`src/sddr_ram.sv`:
```
module sddr_ram #(
	parameter int WIDTH = 1,
	parameter int DEPTH = 1024
) (
	input  logic                     clk,
	input  logic                     we,
	input  logic [$clog2(DEPTH)-1:0] addr,
	input  logic [WIDTH-1:0]         wdata,
	output logic [WIDTH-1:0]         rdata
);

	logic [WIDTH-1:0] mem_q [DEPTH];
	logic [WIDTH-1:0] rdata_q;

	always_ff @(posedge clk) begin
		if (we) begin
			mem_q[addr] <= wdata;
		end
		rdata_q <= mem_q[addr];
	end

	assign rdata = rdata_q;

endmodule

```
`config.mk`:
```
export PLATFORM = sky130hd
export DESIGN_NAME = sddr_ram
export DESIGN_NICKNAME = d
export VERILOG_FILES = /design/src/sddr_ram.sv
export SDC_FILE = /design/constraint.sdc
export NUM_CORES = 1
export LEC_CHECK = 0
export BUFFER_PORTS_ARGS = -buffer_cell sky130_fd_sc_hd__buf_2
export CAP_MARGIN = 10
export CORE_MARGIN = 2
export CORE_UTILIZATION = 35
export DETAILED_ROUTE_END_ITERATION = 8
export HOLD_SLACK_MARGIN = 0.08
export PLACE_DENSITY_LB_ADDON = 0.15
export SYNTH_ARGS = -nofsm -noshare
export SYNTH_HDL_FRONTEND = slang
export SYNTH_SLANG_ARGS = --single-unit
```
`constraint.sdc`:
```
create_clock -name clk -period 2.5 [get_ports clk]
set_input_delay 0.375 -clock clk [delete_from_list [all_inputs] [get_ports clk]]
set_output_delay 0.375 -clock clk [all_outputs]
set_load 0.01 [all_outputs]
```
# After elaboration in Yosys (flattened, before gate mapping)
# Memories as Yosys holds them, arrays and structs flattened. A register that Yosys moved wholly into a read port is not among the register bits.
# Index checks and enable logic that the tools add are counted.
[totals]
ram_bits = 1024
output_inout_bits = 1
latch_bits = 0
ff_bits = 0
n_memories = 1
input_bits = 13
elab_cells = 3
rom_bits = 0
[memory_table]
columns = ["name", "depth", "word_bits", "read_ports", "rd_ports_with_merged_regs", "wr", "line_no", "rtl"]
rows = [
  ["mem_q", 1024, 1, 1, 1, 1, "12", "logic [WIDTH-1:0] mem_q [DEPTH];"],
]
[op_classes]
muxes = 2
add_sub_neg = 0
bitwise_logic = 0
n_shift = 0
eq_ne = 0
reduce_logical = 0
n_lt_le_gt_ge = 0
n_mul = 0
div_mod_pow = 0
[ops]
columns = ["op", "count"]
rows = [
  ["$mux 1", 2],
]

# Logic depth before layout (Yosys ltp)
# Gate-level depths: netlist of run 1.
[logic_depth]
depth_word = 2
mapped_depth = 12
ltp_nobuf = 8

# Least setup slack after synthesis of run 1
# No wires, ideal clock.
[synth_path]
kind = "input to register"
start = "input addr[1]"
end = "memory mem_q[875] (enable)"
arrival_ns = 1.954
required_time_ns = 2.200
path_buffers = 6
setup_ns = 0.300
setup_slack_ns = 0.247
cell_stages = 9
path_cell_list = "buf_2 > buf_2 > buf_2 > buf_2 > and3_1 > buf_2 > nand2_1 > clkbuf_1 > nor2_1"
[synth_rtl]
columns = ["item", "line_no", "rtl"]
rows = [
  ["from (decl)", "7", "input logic [$clog2(DEPTH)-1:0] addr,"],
  ["to (decl)", "12", ""],
]
# Straight into the memory's write port.

==> results.yml, run 1 <==
floorplanning:
  core_region_area_um2: 125700
  io_pins: 14
  start_util_pct: 35.26
  die_h_um: 359.9
  die_x_um: 359.9
  row_count: 130
  die-area_um2: 129500
worst_setup_path:
  arrival_ns: 3.04
  worstPathCellList: "buf_8 -> buf_12 -> buf_12 -> buf_12 -> mux2i_1 -> o22ai_1 -> nor4_1 -> o2111ai_1 -> nor3_1 -> nor4_1 -> a211oi_2 -> nand3_1"
  slowest_delay_ns: 0.39
  cpMostUsedCell: "buf_12"
  r2r_cells: 7
  path_class: "in2reg"
  r2r_slack_ns: 0.11
  crit_path_end_kind: "register"
  cp_max_fo: 17
  slowest_stage: "nor4_1"
  cp-start-kind: "input pin"
  critical_path_required_ns: 3.08
final_layout:
  fin_util_pct: 42.81
  area.growth.synth_to_final_pct: 21.40
  final_nets: 3625
  mostFrequentLayoutCells: "nor2_1 (1080), edfxtp_1 (1024), mux2i_1 (455)"
  nFillCells: 11460
  layout_commonest_cell: "nor2_1"
  design_area_um2: 53830
  post_route_cells_drive_above_1_share_pct: 18.88
  diodes: 0
yosys:
  ys_types: 40
  synth_seq_area_share_pct: 69.40
  syn_avg_cell_area_um2: 13.16
  yosysWarnings: 0
  synth-async-reset-ratio_pct: 0
  ys_ff_latch: 1025
  yosys_most_used_dff: "edfxtp_1"
  synth-edff-count: 1024
  syn-num-nets: 3382
  synthesis.area_um2: 44340
  syn_inst: 3369
routing:
  wl_per_cell_um: 28.28
  drt-vias-per-instance: 5.495
  drtAntennaViolNets: 0
  drt_iter0_drc: 3470
  vias: 29410
  drt-total-wl_mm: 151.4
  dr.pass1.iters: 5
  drc_errors: 0
timing:
  skew_ns: 0.03531
  worst_pin_slew_ns: 0.6571
  rsz0062_at_grt: "false"
  slew_headroom_pct: 55.79
  max_freq_ghz: 0.4065
  finalWorstPathRequiredPeriod_ns: 2.460
  slew_violations: 0
  finalCritPeriodShare_pct: 98.41
  setup_viol: 0
  finalHoldViolations: 0
run_status:
  outcome: "finished, final reports clean"
global_route:
  grt_use_total_pct: 23.04
  grt_max_degree: 105
  grt_pass1_wl_mm: 212.2
  grt_pass1_vias: 28900
  antenna_found_initial: 4
  gr-total-overflow: 0
place:
  post_dp_cell_area_um2: 50080
  place_hpwl_mm: 92.89
  portBuffers: 13
  gp_congestion: 0.8151
power:
  vdd.ir_drop.worst_uv: 572.0
  power_frac_comb_pct: 5.9
  clkPwrFrac_pct: 44.0
  power_frac_seq_pct: 50.1
  power_mw: 37.74
  leakage_nw: 17.98
  powerDensity_nw_per_um2: 701.2
  p_int_mw: 29.54
  swShare_pct: 21.73
  power.switching_mw: 8.203
clock_network:
  clkTransAtPathRegs_ns: 0.06
  cts_buffer_depth: 3
  clk_latency_ns: 0.70
  cts_tree: "built"
  postCtsSetupBuffers: 0
  cts_root_buf: "clkbuf_16"
  ctsHtreeMaxLevel: 3
  cts_made_buffers: 114
  clock_sinks: 1025
min_path:
  hp-class: "in2reg"
  hold_depth: 4
run:
  cap_violations: 0
-- cells by family after synthesis --
kind of cell | after synthesis | synth area share, %
flip-flops | 1025 | 69.40
AND/OR/NAND/NOR | 1287 | 11.76
multiplexers | 488 | 11.92
AO/OA/AOI/OAI | 247 | 3.612
buffers and inverters | 322 | 3.313
-- area by class of cell --
type                            count  area, µm²  area share (%)
Sequential cell                  1025      30770           57.17
Multi-Input combinational cell   2022      12340           22.92
Clock buffer                      141       2997           5.567
Tap cell                         1650       2064           3.836
Inverter                            3      11.26         0.02092
Clock inverter                     66      663.1           1.232
Timing Repair Buffer              446       4982           9.256
-- worst max-delay path, delay by kind of cell --
kind	cells	cell delay, ns
AOI/OAI and AO/OA	3	0.64
muxes	1	0.22
buffers and inverters	4	0.77
and+or+nand+nor	4	0.98
-- state kept, by name, summed over array words and instances, names as in the netlist --
signal and cells:
rdata 1, mem_q 1024
-- per-stage QoR --
| stage | std cells | TNS, ns | hold slack, ns | worst slack [ns] |
|---|---|---|---|---|
| final | 5353 | 0 | 0.2933 | 0.03974 |
| after global routing | 5353 | 0 | 0.2433 | 0.003144 |
| after CTS | 5354 | 0 | 0.2082 | 0.01722 |
| after detailed placement | 5146 | -14.05 | 0.8341 | -0.8880 |
| after global placement | 5146 | -7.011 | 0.8286 | -0.8675 |
| after floorplan | 3369 | 0 | 0.4739 | 0.2468 |
-- metal layers --
layer  GRT usage [%]  part of all wire [%]  routed length [µm]  vias up
li1                -                     -                   -    12720
met1           32.03                    43               65320    15270
met2           36.69                    46               70280     1163
met3           4.304                   7.4               11250      256
met4           6.805                   3.0                4503        8
met5               0                 0.032                  49        -
-- synth_stat cells (all sizes together) (2+ instances only) --
cell	instances	area share, %
or4b	4	0.090
o211ai	10	0.17
and3	6	0.085
o21ai	8	0.090
nor3	18	0.20
nor2	1080	9.1
o2111ai	11	0.22
a211oi	9	0.15
nand2	82	0.69
and3b	4	0.079
nor4	44	0.62
nand3	15	0.17
o31ai	4	0.068
nand4b	4	0.14
buf	144	1.8
edfxtp	1024	69
or3b	2	0.040
mux2i	456	10
clkbuf	175	1.5
o22ai	198	2.8
nand4	4	0.056
nand3b	5	0.085
inv	2	0.017
a21oi	4	0.045
o22a	2	0.040
nor3b	6	0.10
mux4	32	1.6
and2	3	0.042
nand4bb	6	0.15
-- timing repair --
item                                    in CTS  in global routing
pin swaps                                    1                 10
gates resized for setup                      2                 14
endpoints found under the setup margin       1                  1
endpoints found under the hold margin        2                  0
hold buffers                                 1                  0
gates cloned                                 0                  0
-- power groups by stage --
stage / Clock (mW) / Combinational [mW] / Sequential (mW)
finish: 16.6 / 2.23 / 18.9
global route: 17.5 / 2.33 / 18.9
CTS: 16.8 / 2.21 / 18.9
detailed placement: 0 / 2.20 / 19.3
global placement: 0 / 2.17 / 19.3
floorplan: 0 / 0.918 / 19.3
-- worst paths after layout --
| check | startpoint | endpoint |
|---|---|---|
| setup / recovery | addr[1] | rdata |
| setup reg to reg | mem_q[406] | rdata |
| hold / removal | addr[6] | rdata |
| hold reg to reg | mem_q[998] | rdata |
Power figures use the tool's default switching activity.
==> run 2, diff against run 1 <==
- ABC_AREA: not set -> 1
- clock period: 2.5 -> 2.9 ns (I/O delays scaled with it)
==> results.yml, run 2 <==
run_status:
  outcome: "finished, final reports clean"
place:
  post-place-ws_ns: 0.03342
  place_hpwl_mm: 84.57
  gp_congestion: 0.8026
  portBuffers: 13
  post_dp_cell_area_um2: 49650
  place_inst: 6491
clock_network:
  post_cts_resized: 0
  clk_latency_ns: 0.75
  cts_root_buf: "clkbuf_16"
  clkTransAtPathRegs_ns: 0.06
  cts_hold_buf: 1
  ctsHtreeMaxLevel: 3
  cts_buffer_depth: 3
  clock_sinks: 1025
  cts_made_buffers: 117
  postCtsSetupBuffers: 0
  cts_tree: "built"
timing:
  rsz0062_at_grt: "false"
  hold_ws_ns: 0.4676
  slew_violations: 0
  skew_ns: 0.02171
  fin_tns_setup_ns: 0
  finalWorstPathRequiredPeriod_ns: 2.191
  worst_pin_slew_ns: 0.8251
  max_freq_ghz: 0.4565
  setup_viol: 0
  slew_headroom_pct: 44.99
  finalCritPeriodShare_pct: 75.54
  finalHoldViolations: 0
  worst_slack_ns: 0.7094
power:
  clkPwrFrac_pct: 43.0
  vdd.ir_drop.worst_uv: 447.1
  power.switching_mw: 7.622
  swShare_pct: 23.66
  power_frac_seq_pct: 50.6
  powerDensity_nw_per_um2: 606.2
  power_frac_comb_pct: 6.3
  p_int_mw: 24.59
  leakage_nw: 18.74
  power_mw: 32.22
yosys:
  synth-edff-count: 1024
  synthesis.area_um2: 46300
  syn-num-nets: 4895
  syn_inst: 4882
  yosysMostFrequentCell: "nand2_1"
  synth_top_cell_area_share_pct: 66.41
  syn_avg_cell_area_um2: 9.484
  synth_seq_area_share_pct: 66.46
  yosysWarnings: 0
  yosys.area.top_type: "edfxtp_1"
  ys_types: 19
  synth-async-reset-ratio_pct: 0
  yosys-top-cells-count: "nand2_1 (1846), nor2_1 (1085), edfxtp_1 (1024), nand3_1 (308), clkbuf_1 (245)"
  synthTopCellsByArea: "edfxtp_1 (66%), nand2_1 (15%), nor2_1 (8.8%)"
  yosys_most_used_dff: "edfxtp_1"
  ys_ff_latch: 1025
worst_setup_path:
  critical_path_required_ns: 3.50
  arrival_ns: 2.79
  worst-path-buf-inv: 5
  crit_family: "simple AND/OR/NAND/NOR gates"
  path_class: "in2reg"
  cpMostUsedCell: "nand2_1"
  slowest_delay_ns: 0.34
  slowest_stage: "nor2_1"
  cp_max_fo: 27
  crit_path_end_kind: "register"
  cp-start-kind: "input pin"
  worstPathCellList: "buf_8 -> buf_4 -> buf_12 -> buf_12 -> buf_12 -> nand3_1 -> nand4_1 -> nand2_1 -> nand2_1 -> nor2_1 -> nand2_1 -> nand2_1 -> nand2_1 -> o21ai_1 -> nand2_1 -> nor2_1 -> nand2_1"
routing:
  drt-vias-per-instance: 5.135
  wl_per_cell_um: 23.18
  drt-total-wl_mm: 155.6
  dr.pass1.iters: 6
  drtAntennaViolNets: 0
  drc_errors: 0
  drt_iter0_drc: 3274
  vias: 34460
final_layout:
  post_route_cells_drive_above_1_share_pct: 8.997
  regMostFlops: "mem_q"
  design_area_um2: 53140
  mostFrequentLayoutCells: "nand2_1 (1828), nor2_1 (1085), edfxtp_1 (1024)"
  area.growth.synth_to_final_pct: 14.78
  layout_commonest_cell: "nand2_1"
  fin_util_pct: 40.43
  largest_reg_flops: 1024
  final_nets: 4869
  final_cells: 6712
  diodes: 0
global_route:
  grt_use_total_pct: 22.87
  grt_max_degree: 108
  grt_pass1_wl_mm: 229.3
  grt_pass1_vias: 33280
  antenna_found_initial: 2
  gr-total-overflow: 0
floorplanning:
  row_count: 133
  start_util_pct: 35.22
  die_x_um: 367.7
  core_region_area_um2: 131500
  die_h_um: 367.7
  io_pins: 14
  die-area_um2: 135200
min_path:
  hp-class: "in2reg"
run:
  cap_violations: 0
==> run 2: changes by cell type after synthesis, sizes merged, moves of 71 or more <==
cell,delta
mux2i,-456
o22ai,-198
nand3,+293
clkbuf,+71
nand2,+1764
nand4,+131
==> run 2: worst paths after layout <==
kind	start	end	slack (ns)	cells past startpoint
worst min register to register	mem_q[870]	rdata	1.02	12
worst max-delay path	addr[0]	rdata	0.71	17
worst min-delay path	addr[9]	mem_q[404]	0.47	5
worst max register to register	mem_q[633]	rdata	0.72	15
==> run 2: cell families (layout without fill, tap and decap cells) <==
family,Yosys count,after routing,share of synthesized area [%]
flops,1025,1025,66.46
compound gates,8,8,0.08648
buf+inv,432,507,3.870
simple gates,3417,3417,29.59
==> run 2: final cells by class <==
type | count | area [µm²]
sequential | 1025 | 30770
inverter | 39 | 161.4
multi-input combinational | 3425 | 13830
clock buffer | 159 | 3128
timing repair buffer | 248 | 2700
tap | 1755 | 2196
fill | 13090 | 78320
clock inverter | 61 | 356.6
==> run 2: layer usage <==
metal | vias up | wire, µm | global-route usage, %
met4 | 2 | 3156 | 5.636
met5 | - | 13 | 0
met2 | 945 | 73830 | 37.60
li1 | 15970 | - | -
met3 | 184 | 8675 | 2.564
met1 | 17360 | 69890 | 32.31
==> run 2: power by group through the flow <==
stage	sequential [mW]	combinational (mW)	clock (mW)
4_1_cts	16.3	2.05	14.1
5_1_grt	16.3	2.22	14.7
3_5_place_dp	16.6	2.04	0
6_report	16.3	2.04	13.9
3_3_place_gp	16.6	2.05	0
2_1_floorplan	16.6	0.981	0
==> run 2: worst min-delay path: stages <==
cell	delay, ns
buf_2	0.19
nor3_1	0.10
buf_4	0.17
nand2_1	0.08
nor2_1	0.05
