[src/sddr_div.sv]
module sddr_div #(
	parameter int NW = 27,
	parameter int DW = 10
) (
	input  logic          clk,
	input  logic          arst_n,
	input  logic          go,
	input  logic [NW-1:0] num,
	input  logic [DW-1:0] den,
	output logic          done,
	output logic [NW-1:0] quo
);

	localparam int CNTW = $clog2(NW + 1);

	logic [NW-1:0]   work_q;
	logic [DW-1:0]   rem_q;
	logic [DW-1:0]   den_q;
	logic [CNTW-1:0] cnt_q;
	logic            run_q;
	logic            done_q;
	logic [DW:0]     shifted;
	logic            ge;
	logic [DW:0]     diff;

	// restoring division, one quotient bit per cycle
	assign shifted = {rem_q, work_q[NW-1]};
	assign ge      = shifted >= {1'b0, den_q};
	assign diff    = shifted - {1'b0, den_q};

	always_ff @(posedge clk or negedge arst_n) begin
		if (!arst_n) begin
			run_q  <= 1'b0;
			done_q <= 1'b0;
			cnt_q  <= '0;
		end else begin
			done_q <= run_q && (cnt_q == CNTW'(1));
			if (go) begin
				run_q <= 1'b1;
				cnt_q <= CNTW'(NW);
			end else if (run_q) begin
				cnt_q <= cnt_q - CNTW'(1);
				if (cnt_q == CNTW'(1)) begin
					run_q <= 1'b0;
				end
			end
		end
	end

	always_ff @(posedge clk) begin
		if (go) begin
			work_q <= num;
			rem_q  <= '0;
			den_q  <= den;
		end else if (run_q) begin
			work_q <= {work_q[NW-2:0], ge};
			rem_q  <= ge ? diff[DW-1:0] : shifted[DW-1:0];
		end
	end

	assign done = done_q;
	assign quo  = work_q;

endmodule

[config.mk]
export PLATFORM = sky130hd
export DESIGN_NAME = sddr_div
export DESIGN_NICKNAME = d
export VERILOG_FILES = /design/src/sddr_div.sv
export SDC_FILE = /design/constraint.sdc
export NUM_CORES = 1
export LEC_CHECK = 0
export BUFFER_PORTS_ARGS = -buffer_cell sky130_fd_sc_hd__buf_2
export CAP_MARGIN = 20
export CORE_AREA = 2 2 74 76
export CTS_BUF_LIST = sky130_fd_sc_hd__clkbuf_8 sky130_fd_sc_hd__clkbuf_16
export DETAILED_ROUTE_END_ITERATION = 8
export DIE_AREA = 0 0 76 78
export PLACE_DENSITY = 0.81
export REMOVE_ABC_BUFFERS = 1
export SYNTH_ARGS = -nofsm -noshare
export SYNTH_HDL_FRONTEND = slang
export SYNTH_SLANG_ARGS = --single-unit
[constraint.sdc]
create_clock -name clk -period 3.8 [get_ports clk]
set_clock_uncertainty 0.1 [all_clocks]
set_input_delay 0.38 -clock clk [delete_from_list [all_inputs] [get_ports clk]]
set_output_delay 0.38 -clock clk [all_outputs]
set_load 0.005 [all_outputs]
# == After elaboration in Yosys (flattened, before gate mapping) ==
# Index checks and enable logic that the tools add are counted.
# totals
regBits,54
input_bits,40
output_inout_bits,28
word_cells,20
# classes
add_sub_neg,2
n_lt_le_gt_ge,1
n_eq_ne,1
mux,8
n_reduce_logical,2
# op_table
operator,n
two-way mux 27 bit,2
>= comparator 11 x 10 -> 1 bit,1
two-way mux 10 bit,1
two-way mux 5 bit,2
subtractor 10 bit,1
== test 5 x 1 -> 1 bit (second input constant),1
subtractor 5 x 1 -> 5 bit (second input constant),1
two-way mux 1 bit,3
nonzero test 2 bit,1
logical AND 1 bit,1

# == Logic depth before layout (Yosys ltp) ==
# Gate-level depths: netlist (run 1).
# depth
depth_word,4
depth_mapped,10
ltp_nobuf,10

# == Least setup slack after synthesis (run 1) ==
# Ideal clock, no wire load.
# synth_timing
path_kind,flip-flop to flip-flop
startpoint,register den_q[5]
endpoint,"register work_q[0], in the netlist quo[0], data pin"
setup_ns,0.260
arrival_ns,1.897
required_time_ns,3.440
setup_slack_ns,1.543
stages_incl_launch_ff,10
path_buffers,2
synth_period_minus_slack_ns,2.257
path_cell_list,edfxtp_1 > inv_1 > ha_1 > buf_2 > o21ai_0 > or2b_2 > o2111ai_4 > a41oi_4 > buf_6 > mux2_2
# synth_between
elab_chain_cells,3
# synth_rtl
item,line,source
"start, declared",18,logic [DW-1:0] den_q;
"start signal, assigned",54,den_q <= den;
>= comparator 11 x 10 -> 1 bit,28,"assign ge = shifted >= {1'b0, den_q};"
two-way mux 27 bit,55,end else if (run_q) begin
two-way mux 27 bit,51,if (go) begin
"end signal, assigned",52,work_q <= num;
"end signal, assigned",56,"work_q <= {work_q[NW-2:0], ge};"
"end, declared",16,logic [NW-1:0] work_q;
# Every way passes these cells. The select of a mux whose other input is x is not followed.
# A chain may end at the register's enable or synchronous reset.

# == Worst setup path in the final report (run 1) ==
# layout_timing
startpoint,register den_q[1]
endpoint,register rem_q[8]
# layout_between
elab_chain_cells,2
word_cells_on_any_way,3
classes_between,1 x add/sub; 1 x order compare; 1 x mux
# layout_rtl
item,line,source
subtractor 10 bit or >= comparator 11 x 10 -> 1 bit (tied branches),"29, 28",
two-way mux 10 bit (*),57,rem_q <= ge ? diff[DW-1:0] : shifted[DW-1:0];
"end signal, assigned",57,
"end, declared",17,logic [DW-1:0] rem_q;
# Mark *: on every way between the ends. The rest lies on a longest branch, timed or not.

==> key figures, run 1 <==
Power
  – Power Density: 486 nW/um^2
  – Comb power frac: 28.2%
  – Clock share of power: 23.6%
  – Internal Power: 1.12 mW
  – Leakage: 1.42 nW
  – Net Sw Power: 455 uW
  – Net Sw Frac: 28.8%
  – Sequential share of power: 48.1%
  – VDD IR max: 0.284 mV

Route
  – Residual DRC: 0
  – Routed WL: 5.06 mm
  – Vias post-DR: 1853
  – Detailed Route Iter0 Violations: 109
  – DRT Pass-1 Iters: 4
  – DR WL/cell: 14.3 um
  – Routed vias/inst: 5.22
  – Antenna-violating nets left: 0

Clocking
  – CTS tree: yes
  – Worst skew pair latency: 0.31 ns
  – CTS H-tree depth: 2
  – Root buffer cell: clkbuf_8
  – Total CTS buffers: 5
  – Clk pin slew, worst setup/hold paths: 0.09 ns
  – Hold_buf cts: 1
  – Clock Sinks: 54
  – Post_cts resized: 0
  – Clock Tree Buf Depth: 2
  – Postcts setup bufs: 0

Layout
  – Diodes inserted: 0
  – Final Net Count: 337
  – P&R area growth vs syn: 17.1%
  – Fillers: 391
  – Finished Layout Cells: 355
  – Layout cells sized above 1: 39.6%
  – Register area: 1490 um^2
  – Multi-input combinational cell area: 1140 um^2

Floorplanning
  – Die H: 78 um
  – Die area: 5930 um^2
  – Die X: 76 um
  – FP Rows: 26
  – Core Area: 5040 um^2
  – I/O pin cnt: 68
  – Starting density of the core: 55.0%

Yosys
  – Register area share after synthesis: 53.6%
  – Synth Register Bits: 54
  – Number of synthesized flops with an enable pin: 37
  – Syn Area/Cell: 12.9 um^2
  – Ys async rst share: 13.0%
  – Syn Std Cell Area: 2770 um^2
  – Unique cell type count in the Yosys netlist: 46
  – Cell count after synthesis: 215
  – Most used DFF post-synth: edfxtp_1
  – Yosys warns: 0

Setup path
  – Critical Path End Type: flop
  – Worst Path Max Fanout: 15
  – Reg-to-reg endpoint: rem_q[8]$_SDFFE_PP0P_
  – Worst Path Required: 3.85 ns
  – Crit path launch: den_q[1]$_DFFE_PP_
  – R2R Setup Slk: 1.38 ns
  – R2R depth: 8
  – Reg-to-reg critical path startpoint: den_q[1]$_DFFE_PP_
  – CP Launch Type: flop
  – Arrival time worst endpoint: 2.47 ns
  – Crit Path Category: flop to flop

STA
  – Final setup TNS: 0 ns
  – Worst slew pin tran: 0.842 ns
  – Hold Vio Cnt, Final: 0
  – RSZ-0062 raised after global routing: no
  – Slew HR: 43.8%
  – Number of max-slew violations in the final report: 0
  – Minimum clock period: 2.42 ns
  – Maximum clock rate: 0.414 GHz
  – Final setup viols: 0
  – Tcrit/Tclk final: 63.6%

Hold path
  – Hold path start: den[5]
  – Hold path cells: 1
  – Worst min-delay path category: input port to flop
  – WHS Endpoint: den_q[5]$_DFFE_PP_

Placed design
  – GPL Wtd Cong: 0.860
  – Port bufs: 67
  – DPL Wire Length: 3.59 mm
  – Placed cell count: 346

Global route
  – Largest net degree at the start of global routing: 50
  – Initial antenna violation count: 0
  – Vias in the first global route: 1876
  – Global-route wire length before repair: 8.33 mm
  – All-Layer GR Usage: 17.5%
  – Total grt overflow: 0

Status
  – Status: completed

Flow run
  – Max-Cap Viols: 0
## kinds of logic after synthesis
group / count (synthesis) / synth area share, %
muxes: 31 / 12.4
buffers and inverters: 25 / 5.33
AOI/OAI and AO/OA: 36 / 11.3
adders and majority gates: 13 / 6.14
and+or+nand+nor: 46 / 7.99
DFF: 54 / 53.6
xor gates and xnor gates: 10 / 3.16
## worst max-delay path, cell delays in order, from the launching register on
cell	delay [ns]
edfxtp_1	0.33
inv_1	0.07
ha_1	0.29
or2b_1	0.27
a21oi_4	0.19
o2111ai_4	0.18
a41oi_4	0.49
mux2i_1	0.26
a211oi_1	0.09
## per-stage QoR
step	power, mW	hold WS (ns)	util (%)	setup slack (ns)	cell area [um^2]
3_5_place_dp	1.22	0.122	62.1	1.40	3130
6_report	1.58	0.144	64.4	1.38	3250
3_3_place_gp	1.21	0.123	62.1	1.46	3130
2_1_floorplan	1.09	-0.0156	-	1.60	2680
4_1_cts	1.59	0.135	64.4	1.37	3250
5_1_grt	1.66	0.130	64.4	1.22	3250
## final cells by class
cell class	count	area share (%)
Sequential cell	54	45.8
Multi-Input combinational cell	136	35.0
Timing Repair Buffer	71	11.3
Tap cell	70	2.70
Clock buffer	5	2.12
Inverter	16	1.85
Clock inverter	3	1.16
## worst max-delay path by stage
stage | endpoint | depth (start not counted)
floorplan | quo[0]$_DFFE_PP_ | 2
global placement | quo[0]$_DFFE_PP_ | 7
detailed placement | rem_q[8]$_SDFFE_PP0P_ | 8
CTS | rem_q[8]$_SDFFE_PP0P_ | 8
global route | rem_q[3]$_SDFFE_PP0P_ | 8
finish | rem_q[8]$_SDFFE_PP0P_ | 8
## placed cells by master, fill, tap and decap left out, types with 7 or more instances in the layout
master / count
a21oi_1: 8
buf_2: 67
dfrtp_1: 7
dfxtp_1: 10
edfxtp_1: 37
ha_1: 12
inv_1: 17
mux2_2: 27
nand2_1: 10
nor2_1: 19
## Yosys cell counts, types with 6 or more instances
library cell / n / share of area, %
inv_1: 15 / 2.0
nand2_1: 10 / 1.4
ha_1: 12 / 5.4
mux2_2: 27 / 11
dfxtp_1: 10 / 7.2
a21oi_1: 8 / 1.4
nor2_1: 19 / 2.6
dfrtp_1: 7 / 6.3
edfxtp_1: 37 / 40
xnor2_1: 6 / 1.9
## metal layers
layer  track usage, %  wire length, um
met1             21.5             2210
met2             29.5             2390
met3             5.35              379
met4             6.55               80
met5                0                0
## registers in the layout (all words and copies together) (netlist names)
signal / count
quo: 27
run_q: 1
done: 1
den_q: 10
rem_q: 10
cnt_q: 5
## power by group through the flow
stage | combinational [mW] | clock (mW) | sequential (mW)
after floorplan | 0.321 | 0 | 0.766
after global placement | 0.435 | 0 | 0.771
after detailed placement | 0.444 | 0 | 0.772
after CTS | 0.448 | 0.381 | 0.761
after global routing | 0.492 | 0.397 | 0.771
final | 0.446 | 0.373 | 0.759
Note: power is estimated with default switching activity, not from simulation.
==> inputs of run 2 (changes only) <==
--- a/config.mk
+++ b/config.mk
@@ -5,13 +5,14 @@
 export SDC_FILE = /design/constraint.sdc
 export NUM_CORES = 1
 export LEC_CHECK = 0
+export ABC_AREA = 1
 export BUFFER_PORTS_ARGS = -buffer_cell sky130_fd_sc_hd__buf_2
 export CAP_MARGIN = 20
-export CORE_AREA = 2 2 74 76
+export CORE_AREA = 2 2 81 83
 export CTS_BUF_LIST = sky130_fd_sc_hd__clkbuf_8 sky130_fd_sc_hd__clkbuf_16
 export DETAILED_ROUTE_END_ITERATION = 8
-export DIE_AREA = 0 0 76 78
-export PLACE_DENSITY = 0.81
+export DIE_AREA = 0 0 83 85
+export PLACE_DENSITY = 0.74
 export REMOVE_ABC_BUFFERS = 1
 export SYNTH_ARGS = -nofsm -noshare
 export SYNTH_HDL_FRONTEND = slang
==> constraint.sdc (replaced) <==
create_clock -name clk -period 1.9 [get_ports clk]
set_clock_uncertainty 0.1 [all_clocks]
set_input_delay 0.19 -clock clk [delete_from_list [all_inputs] [get_ports clk]]
set_output_delay 0.19 -clock clk [all_outputs]
set_load 0.005 [all_outputs]
==> run 2 against run 1 <==
Compared with the run above:
- clock-buffer cell count up 1
- largest cell class unchanged
- synthesized cell count up 56%
- critical path depth up 4
- power rose to 2.9 times the previous value
- first-iteration DRC count up 22%
- highest routed layer unchanged
==> key figures, run 2 <==
Status
  – Status: completed (unchanged)

Floorplanning
  – Die X: 83 um (was 76 um)
  – Core Area: 6200 um^2 (was 5040 um^2)
  – FP Rows: 29 (was 26)
  – Starting density of the core: 46.2% (was 55.0%)
  – Die area: 7060 um^2 (was 5930 um^2)
  – I/O pin cnt: 68 (unchanged)
  – Die H: 85 um (was 78 um)

Setup path
  – CP Launch Type: flop (unchanged)
  – Arrival time worst endpoint: 1.98 ns (was 2.47 ns)
  – R2R Setup Slk: 0.03 ns (was 1.38 ns)
  – CP Buf/Inv Count: 2 (was 1)
  – CP most frequent cell: nand2_1
  – Critical Path End Type: flop (unchanged)
  – Worst Path Max Fanout: 3 (was 15)
  – Reg-to-reg endpoint: rem_q[6]$_SDFFE_PP0P_ (was rem_q[8]$_SDFFE_PP0P_)
  – Reg-to-reg critical path startpoint: quo[26]$_DFFE_PP_ (was den_q[1]$_DFFE_PP_)
  – R2R depth: 12 (was 8)
  – Crit path depth: 12 (was 8)
  – Crit Path Category: flop to flop (unchanged)
  – Worst Path Required: 2.01 ns (was 3.85 ns)
  – Crit path largest cell delay: 0.43 ns (was 0.49 ns)
  – CP max-delay cell: edfxtp_1 (was a41oi_4)
  – Cell family with most CP delay: simple AND/OR/NAND/NOR gates (was compound AO/OA/AOI/OAI gates)
  – Worst path cell trace: inv_2 -> ha_4 -> inv_4 -> fa_2 -> nand3_2 -> nand3_4 -> nand2_2 -> nand3b_1 -> nand2_1 -> nand2_1 -> nand3_1 -> nand2_1 (was inv_1 -> ha_1 -> or2b_1 -> a21oi_4 -> o2111ai_4 -> a41oi_4 -> mux2i_1 -> a211oi_1)

STA
  – Hold Vio Cnt, Final: 0 (unchanged)
  – Worst slew pin tran: 0.301 ns (was 0.842 ns)
  – Final setup viols: 0 (unchanged)
  – Minimum clock period: 1.87 ns (was 2.42 ns)
  – Slew HR: 80.0% (was 43.8%)
  – Tcrit/Tclk final: 98.6% (was 63.6%)
  – Final setup TNS: 0 ns (unchanged)
  – Number of max-slew violations in the final report: 0 (unchanged)
  – RSZ-0062 raised after global routing: yes (was no)
  – Maximum clock rate: 0.534 GHz (was 0.414 GHz)

Clocking
  – Total CTS buffers: 5 (unchanged)
  – CTS tree: yes (unchanged)
  – Worst skew pair latency: 0.31 ns (about the same)
  – Clk pin slew, worst setup/hold paths: 0.10 ns (was 0.09 ns)
  – Clock Tree Buf Depth: 2 (unchanged)
  – Root buffer cell: clkbuf_8 (unchanged)
  – Clock Sinks: 54 (unchanged)
  – CTS H-tree depth: 2 (unchanged)

Yosys
  – Most used DFF post-synth: edfxtp_1 (unchanged)
  – Yosys warns: 0 (unchanged)
  – Most common cell in the netlist: nand2_1 (was edfxtp_1)
  – Cell count after synthesis: 336 (was 215)
  – Ys async rst share: 13.0% (unchanged)
  – Number of synthesized flops with an enable pin: 37 (unchanged)
  – Share of the synthesized area in the top cell type: 38.7% (was 40.1%)
  – Synth Register Bits: 54 (unchanged)
  – Post-synth top area cell: edfxtp_1 (unchanged)
  – Synth area leaders: edfxtp_1, nand2_1, dfxtp_1 (was edfxtp_1, mux2_2, dfxtp_1)
  – Syn Area/Cell: 8.53 um^2 (was 12.9 um^2)
  – Unique cell type count in the Yosys netlist: 31 (was 46)
  – Most instantiated cells after synthesis: nand2_1, inv_1, edfxtp_1 (was edfxtp_1, mux2_2, nor2_1)
  – Register area share after synthesis: 51.8% (was 53.6%)
  – Syn Std Cell Area: 2870 um^2 (was 2770 um^2)

Hold path
  – WHS Endpoint: quo[3]$_DFFE_PP_ (was den_q[5]$_DFFE_PP_)
  – Worst min-delay path category: input port to flop (unchanged)
  – Hold path cells: 3 (was 1)
  – Hold path start: num[3] (was den[5])

Layout
  – Fillers: 532 (was 391)
  – Finished Layout Cells: 504 (was 355)
  – P&R area growth vs syn: 32.5% (was 17.1%)
  – Final Net Count: 479 (was 337)
  – Largest register FFs: 27 (unchanged)
  – Diodes inserted: 0 (unchanged)
  – Layout cells sized above 1: 30.4% (was 39.6%)
  – Utilization after layout: 61.2% (was 64.4%)
  – Commonest non-fill, non-tap cell in the layout: nand2_1 (was buf_2)
  – Commonest non-fill, non-tap cells in the layout: nand2_1, buf_2, edfxtp_1, inv_1, nand3_1 (was buf_2, edfxtp_1, mux2_2, nor2_1, inv_1)

Power
  – Overall power: 4.57 mW (was 1.58 mW)
  – Power Density: 1200 nW/um^2 (was 486 nW/um^2)
  – VDD IR max: 0.599 mV (was 0.284 mV)
  – Leakage: 1.93 nW (was 1.42 nW)

Route
  – Detailed Route Iter0 Violations: 133 (was 109)
  – Vias post-DR: 2462 (was 1853)
  – DRT Pass-1 Iters: 4 (unchanged)
  – Routed vias/inst: 4.88 (was 5.22)
  – DR WL/cell: 12.9 um (was 14.3 um)
  – Antenna-violating nets left: 0 (unchanged)
  – Residual DRC: 0 (unchanged)
  – Routed WL: 6.51 mm (was 5.06 mm)

Flow run
  – Max-Cap Viols: 0 (unchanged)

Global route
  – Vias in the first global route: 2345 (was 1876)
  – Largest net degree at the start of global routing: 30 (was 50)
  – Initial antenna violation count: 0 (unchanged)
  – Total grt overflow: 0 (unchanged)
  – Global-route wire length before repair: 10.6 mm (was 8.33 mm)
  – All-Layer GR Usage: 18.4% (was 17.5%)

Placed design
  – Port bufs: 67 (unchanged)
  – Placed cell count: 483 (was 346)
  – DPL Wire Length: 4.59 mm (was 3.59 mm)
  – GPL Wtd Cong: 0.899 (was 0.860)
run 2: cell types whose count changed after synthesis, sizes merged, moves of 3 or more:
| cell | change |
|---|---|
| nand2 | +140 |
| mux2 | -27 |
| inv | +25 |
| nand3 | +20 |
| nand3b | +7 |
| o21ai | +5 |
| a211oi | -4 |
| mux2i | -4 |
| nor2 | -4 |
| o311a | -4 |
| xor2 | -4 |
| o211ai | -3 |
| xnor2 | -3 |
run 2: area by class of cell:
cell class / instances / area, um^2 / area share, %
multi-input cells: 233 / 1340 / 35.2
clock inverters: 2 / 60.1 / 1.58
inverters: 40 / 153 / 4.02
repair buffers: 92 / 583 / 15.3
flip-flops and latches: 54 / 1490 / 39.1
well taps: 77 / 96.3 / 2.54
clock buffers: 6 / 82.6 / 2.17
run 2: routing by layer:
metal / up-vias / part of all wire (%) / global-route usage (%)
li1: 1249 / - / -
met1: 1130 / 46 / 24.9
met2: 76 / 47 / 30.0
met3: 7 / 5.4 / 3.70
met4: 0 / 1.5 / 6.11
met5: - / 0 / 0
run 2: per-stage QoR:
| stage | worst slack, ns | area [um^2] | hold WS (ns) |
|---|---|---|---|
| after floorplan | -0.0596 | 2820 | -0.206 |
| after global placement | 0.0293 | 3360 | -0.0708 |
| after detailed placement | -0.0409 | 3360 | -0.0697 |
| after CTS | -0.00203 | 3630 | 0.0291 |
| after global routing | -0.0617 | 3800 | 0.0461 |
| final | 0.0275 | 3800 | 0.0411 |
run 2: logic make-up (layout without fill, tap and decap cells):
family                     Yosys count  count (layout)  synth area share (%)
and+or+nand+nor                    197             197                  30.2
DFF                                 54              54                  51.8
adders and majority gates           13              13                  5.93
buffers and inverters               49             140                  6.98
AOI/OAI and AO/OA                   20              20                  4.10
xor gates and xnor gates             3               3                 0.916
run 2: worst min-delay path: cells and delay by family:
| kind | cells | cell delay, ns |
|---|---|---|
| and+or+nand+nor | 2 | 0.09 |
| buffers and inverters | 1 | 0.07 |
run 2: worst max-delay path by stage:
stage                      startpoint                    end  slack, ns
detailed placement  quo[26]$_DFFE_PP_  rem_q[6]$_SDFFE_PP0P_      -0.04
global placement    quo[26]$_DFFE_PP_  rem_q[8]$_SDFFE_PP0P_       0.03
global route        quo[26]$_DFFE_PP_  rem_q[6]$_SDFFE_PP0P_      -0.06
finish              quo[26]$_DFFE_PP_  rem_q[6]$_SDFFE_PP0P_       0.03
CTS                 quo[26]$_DFFE_PP_  rem_q[8]$_SDFFE_PP0P_     -0.002
floorplan           quo[26]$_DFFE_PP_  rem_q[0]$_SDFFE_PP0P_      -0.06
run 2: power by group:
group / switching [mW] / internal (mW) / leakage, nW / total (mW)
combinational: 1.08 / 0.927 / 1.31 / 2.01
sequential: 0.159 / 1.46 / 0.552 / 1.61
clock: 0.385 / 0.562 / 0.0714 / 0.947
total: 1.63 / 2.95 / 1.93 / 4.57
run 2: timing repair:
action,in CTS,in global routing
gates resized for setup,1,31
endpoints found under the hold margin,17,0
hold buffers,11,0
endpoints found under the setup margin,3,11
buffers inserted,1,1
pin swaps,0,10
==> inputs of run 3 (changes only) <==
--- a/config.mk
+++ b/config.mk
@@ -5,14 +5,14 @@
 export SDC_FILE = /design/constraint.sdc
 export NUM_CORES = 1
 export LEC_CHECK = 0
-export ABC_AREA = 1
 export BUFFER_PORTS_ARGS = -buffer_cell sky130_fd_sc_hd__buf_2
 export CAP_MARGIN = 20
-export CORE_AREA = 2 2 81 83
+export CORE_AREA = 2 2 79 81
 export CTS_BUF_LIST = sky130_fd_sc_hd__clkbuf_8 sky130_fd_sc_hd__clkbuf_16
 export DETAILED_ROUTE_END_ITERATION = 8
-export DIE_AREA = 0 0 83 85
-export PLACE_DENSITY = 0.74
+export DIE_AREA = 0 0 81 83
+export GPL_ROUTABILITY_DRIVEN = 0
+export PLACE_DENSITY = 0.75
 export REMOVE_ABC_BUFFERS = 1
 export SYNTH_ARGS = -nofsm -noshare
 export SYNTH_HDL_FRONTEND = slang
==> run 3 against run 2 <==
Compared with the run above:
- the flow now finishes with violations (setup timing)
- sequential share of layout area increased by 0.82 points
- routed wire length decreased by 15%
- global-route usage shrank 0.21 points
- design area shrank 2.0%
- combinational power shrank 34%
- sequential power is 6% lower
- via count down 17%
- die area decreased by 4.7%
- clock power is 28% lower
- critical endpoint is now rem_q[3]$_SDFFE_PP0P_
==> key figures, run 3 (same netlist as run 1, synthesis figures left out) <==
Placed design
  – Place WS: -0.497 ns (was -0.0409 ns)
  – Area post-placement: 3360 um^2 (about the same)
  – Placed cell count: 378 (was 483)
  – DPL Wire Length: 3.78 mm (was 4.59 mm)
  – Port bufs: 67 (unchanged)

STA
  – Hold_ws: 0.0725 ns (was 0.0411 ns)
  – Maximum clock rate: 0.462 GHz (was 0.534 GHz)
  – Final setup viols: 11 (was 0)
  – Hold Vio Cnt, Final: 0 (unchanged)
  – Tcrit/Tclk final: 114% (was 98.6%)
  – Final setup TNS: -2.32 ns (was 0 ns)
  – Number of max-slew violations in the final report: 0 (unchanged)
  – Slew HR: 66.6% (was 80.0%)
  – RSZ-0062 raised after global routing: yes (unchanged)
  – Worst slew pin tran: 0.493 ns (was 0.301 ns)
  – Minimum clock period: 2.17 ns (was 1.87 ns)
  – Final worst slack: -0.265 ns (was 0.0275 ns)

Global route
  – All-Layer GR Usage: 18.2% (was 18.4%)
  – Vias in the first global route: 2139 (was 2345)
  – Global-route wire length before repair: 9.55 mm (was 10.6 mm)
  – Total grt overflow: 0 (unchanged)
  – Initial antenna violation count: 0 (unchanged)
  – Largest net degree at the start of global routing: 50 (was 30)

Floorplanning
  – I/O pin cnt: 68 (unchanged)
  – Die area: 6720 um^2 (was 7060 um^2)
  – Die H: 83 um (was 85 um)
  – FP Rows: 28 (was 29)
  – Starting density of the core: 47.7% (was 46.2%)
  – Die X: 81 um (was 83 um)
  – Core Area: 5820 um^2 (was 6200 um^2)

Hold path
  – Hold path cells: 2 (was 3)
  – WHS Endpoint: quo[26]$_DFFE_PP_ (was quo[3]$_DFFE_PP_)
  – Hold path start: num[26] (was num[3])
  – Worst min-delay path category: input port to flop (unchanged)

Clocking
  – Total CTS buffers: 5 (unchanged)
  – Clock Sinks: 54 (unchanged)
  – CTS H-tree depth: 2 (unchanged)
  – CTS tree: yes (unchanged)
  – Clk pin slew, worst setup/hold paths: 0.10 ns (about the same)
  – Root buffer cell: clkbuf_8 (unchanged)
  – Worst skew pair latency: 0.31 ns (about the same)
  – Clock Tree Buf Depth: 2 (unchanged)

Power
  – Overall power: 3.51 mW (was 4.57 mW)
  – Internal Power: 2.46 mW (was 2.95 mW)
  – Comb power frac: 37.5% (was 44.0%)
  – Net Sw Frac: 30.1% (was 35.6%)
  – VDD IR max: 0.608 mV (was 0.599 mV)
  – Leakage: 1.63 nW (was 1.93 nW)
  – Clock share of power: 19.3% (was 20.7%)
  – Net Sw Power: 1.06 mW (was 1.63 mW)
  – Sequential share of power: 43.1% (was 35.3%)
  – Power Density: 944 nW/um^2 (was 1200 nW/um^2)

Setup path
  – Crit Path Category: flop to flop (unchanged)
  – Worst Path Max Fanout: 8 (was 3)
  – Reg-to-reg critical path startpoint: den_q[1]$_DFFE_PP_ (was quo[26]$_DFFE_PP_)
  – Critical Path End Type: flop (unchanged)
  – Reg-to-reg endpoint: rem_q[3]$_SDFFE_PP0P_ (was rem_q[6]$_SDFFE_PP0P_)
  – R2R Setup Slk: -0.27 ns (was 0.03 ns)
  – Worst Path Required: 2.00 ns (was 2.01 ns)
  – CP Launch Type: flop (unchanged)
  – Arrival time worst endpoint: 2.26 ns (was 1.98 ns)
  – R2R depth: 9 (was 12)

Layout
  – Commonest non-fill, non-tap cells in the layout: buf_2, edfxtp_1, buf_4, mux2_2, nor2_1 (was nand2_1, buf_2, edfxtp_1, inv_1, nand3_1)
  – Utilization after layout: 64.0% (was 61.2%)
  – Final Net Count: 380 (was 479)
  – Design area: 3720 um^2 (was 3800 um^2)
  – Commonest non-fill, non-tap cell in the layout: buf_2 (was nand2_1)
  – P&R area growth vs syn: 34.3% (was 32.5%)
  – Layout cells sized above 1: 49.1% (was 30.4%)
  – Largest register FFs: 27 (unchanged)
  – Finished Layout Cells: 403 (was 504)
  – Diodes inserted: 0 (unchanged)

Route
  – Detailed Route Iter0 Violations: 103 (was 133)
  – Vias post-DR: 2032 (was 2462)
  – Routed vias/inst: 5.04 (was 4.88)
  – Antenna-violating nets left: 0 (unchanged)
  – DR WL/cell: 13.8 um (was 12.9 um)
  – Routed WL: 5.55 mm (was 6.51 mm)
  – Residual DRC: 0 (unchanged)
  – DRT Pass-1 Iters: 4 (unchanged)

Status
  – Status: complete, but fails checks (was completed)
  – Violated checks: setup timing

Flow run
  – Max-Cap Viols: 0 (unchanged)
-- run 3: changes by cell type in the layout (fill, tap and decap cells not counted), sizes merged, moves of 5 or more --
cell,delta
inv,-25
o21ai,-5
buf,+22
nand2,-140
mux2,+27
nand3b,-7
nand3,-20
-- run 3: worst max-delay path by stage --
stage	start	end	slack, ns	depth (start not counted)
finish	den_q[1]$_DFFE_PP_	rem_q[3]$_SDFFE_PP0P_	-0.27	9
global route	den_q[1]$_DFFE_PP_	rem_q[8]$_SDFFE_PP0P_	-0.39	9
CTS	den_q[1]$_DFFE_PP_	rem_q[3]$_SDFFE_PP0P_	-0.33	9
detailed placement	den_q[1]$_DFFE_PP_	rem_q[3]$_SDFFE_PP0P_	-0.50	8
global placement	quo[26]$_DFFE_PP_	rem_q[6]$_SDFFE_PP0P_	-0.37	10
floorplan	run_q$_DFF_PN0_	quo[0]$_DFFE_PP_	-0.30	2
-- run 3: layout make-up --
class,count,area [um^2]
clock buffer,6,82.6
multi-input combinational,136,1230
fill,462,2090
timing repair buffer,114,757
clock inverter,2,12.5
sequential,54,1490
tap,75,93.8
inverter,16,60.1
-- run 3: what timing repair did --
action,4_1_cts,5_1_grt
gates resized for setup,12,10
setup buffers,5,1
hold buffers,11,0
pin swaps,10,7
endpoints found under the hold margin,17,0
setup endpoints to repair,11,11
-- run 3: worst max-delay path: stages, from the launching register on --
cell and delay, ns:
edfxtp_1 0.36, inv_2 0.06, ha_4 0.25, or2b_1 0.26, a21oi_4 0.16, o2111ai_4 0.14, a41oi_4 0.25, buf_12 0.17
mux2i_1 0.21, a211oi_1 0.09
-- run 3: power by group through the flow --
stage | Clock, mW | Sequential, mW | Combinational [mW]
global route | 0.731 | 1.54 | 1.45
floorplan | 0 | 1.53 | 0.643
global placement | 0 | 1.53 | 1.09
CTS | 0.696 | 1.52 | 1.27
detailed placement | 0 | 1.53 | 1.12
finish | 0.678 | 1.51 | 1.32
-- run 3: per-layer routing --
| layer | vias to the layer above | share of wire (%) | GRT usage (%) |
|---|---|---|---|
| li1 | 1012 | - | - |
| met1 | 947 | 44 | 23.9 |
| met2 | 65 | 47 | 28.4 |
| met3 | 8 | 6.7 | 5.43 |
| met4 | 0 | 1.8 | 6.63 |
| met5 | - | 0 | 0 |
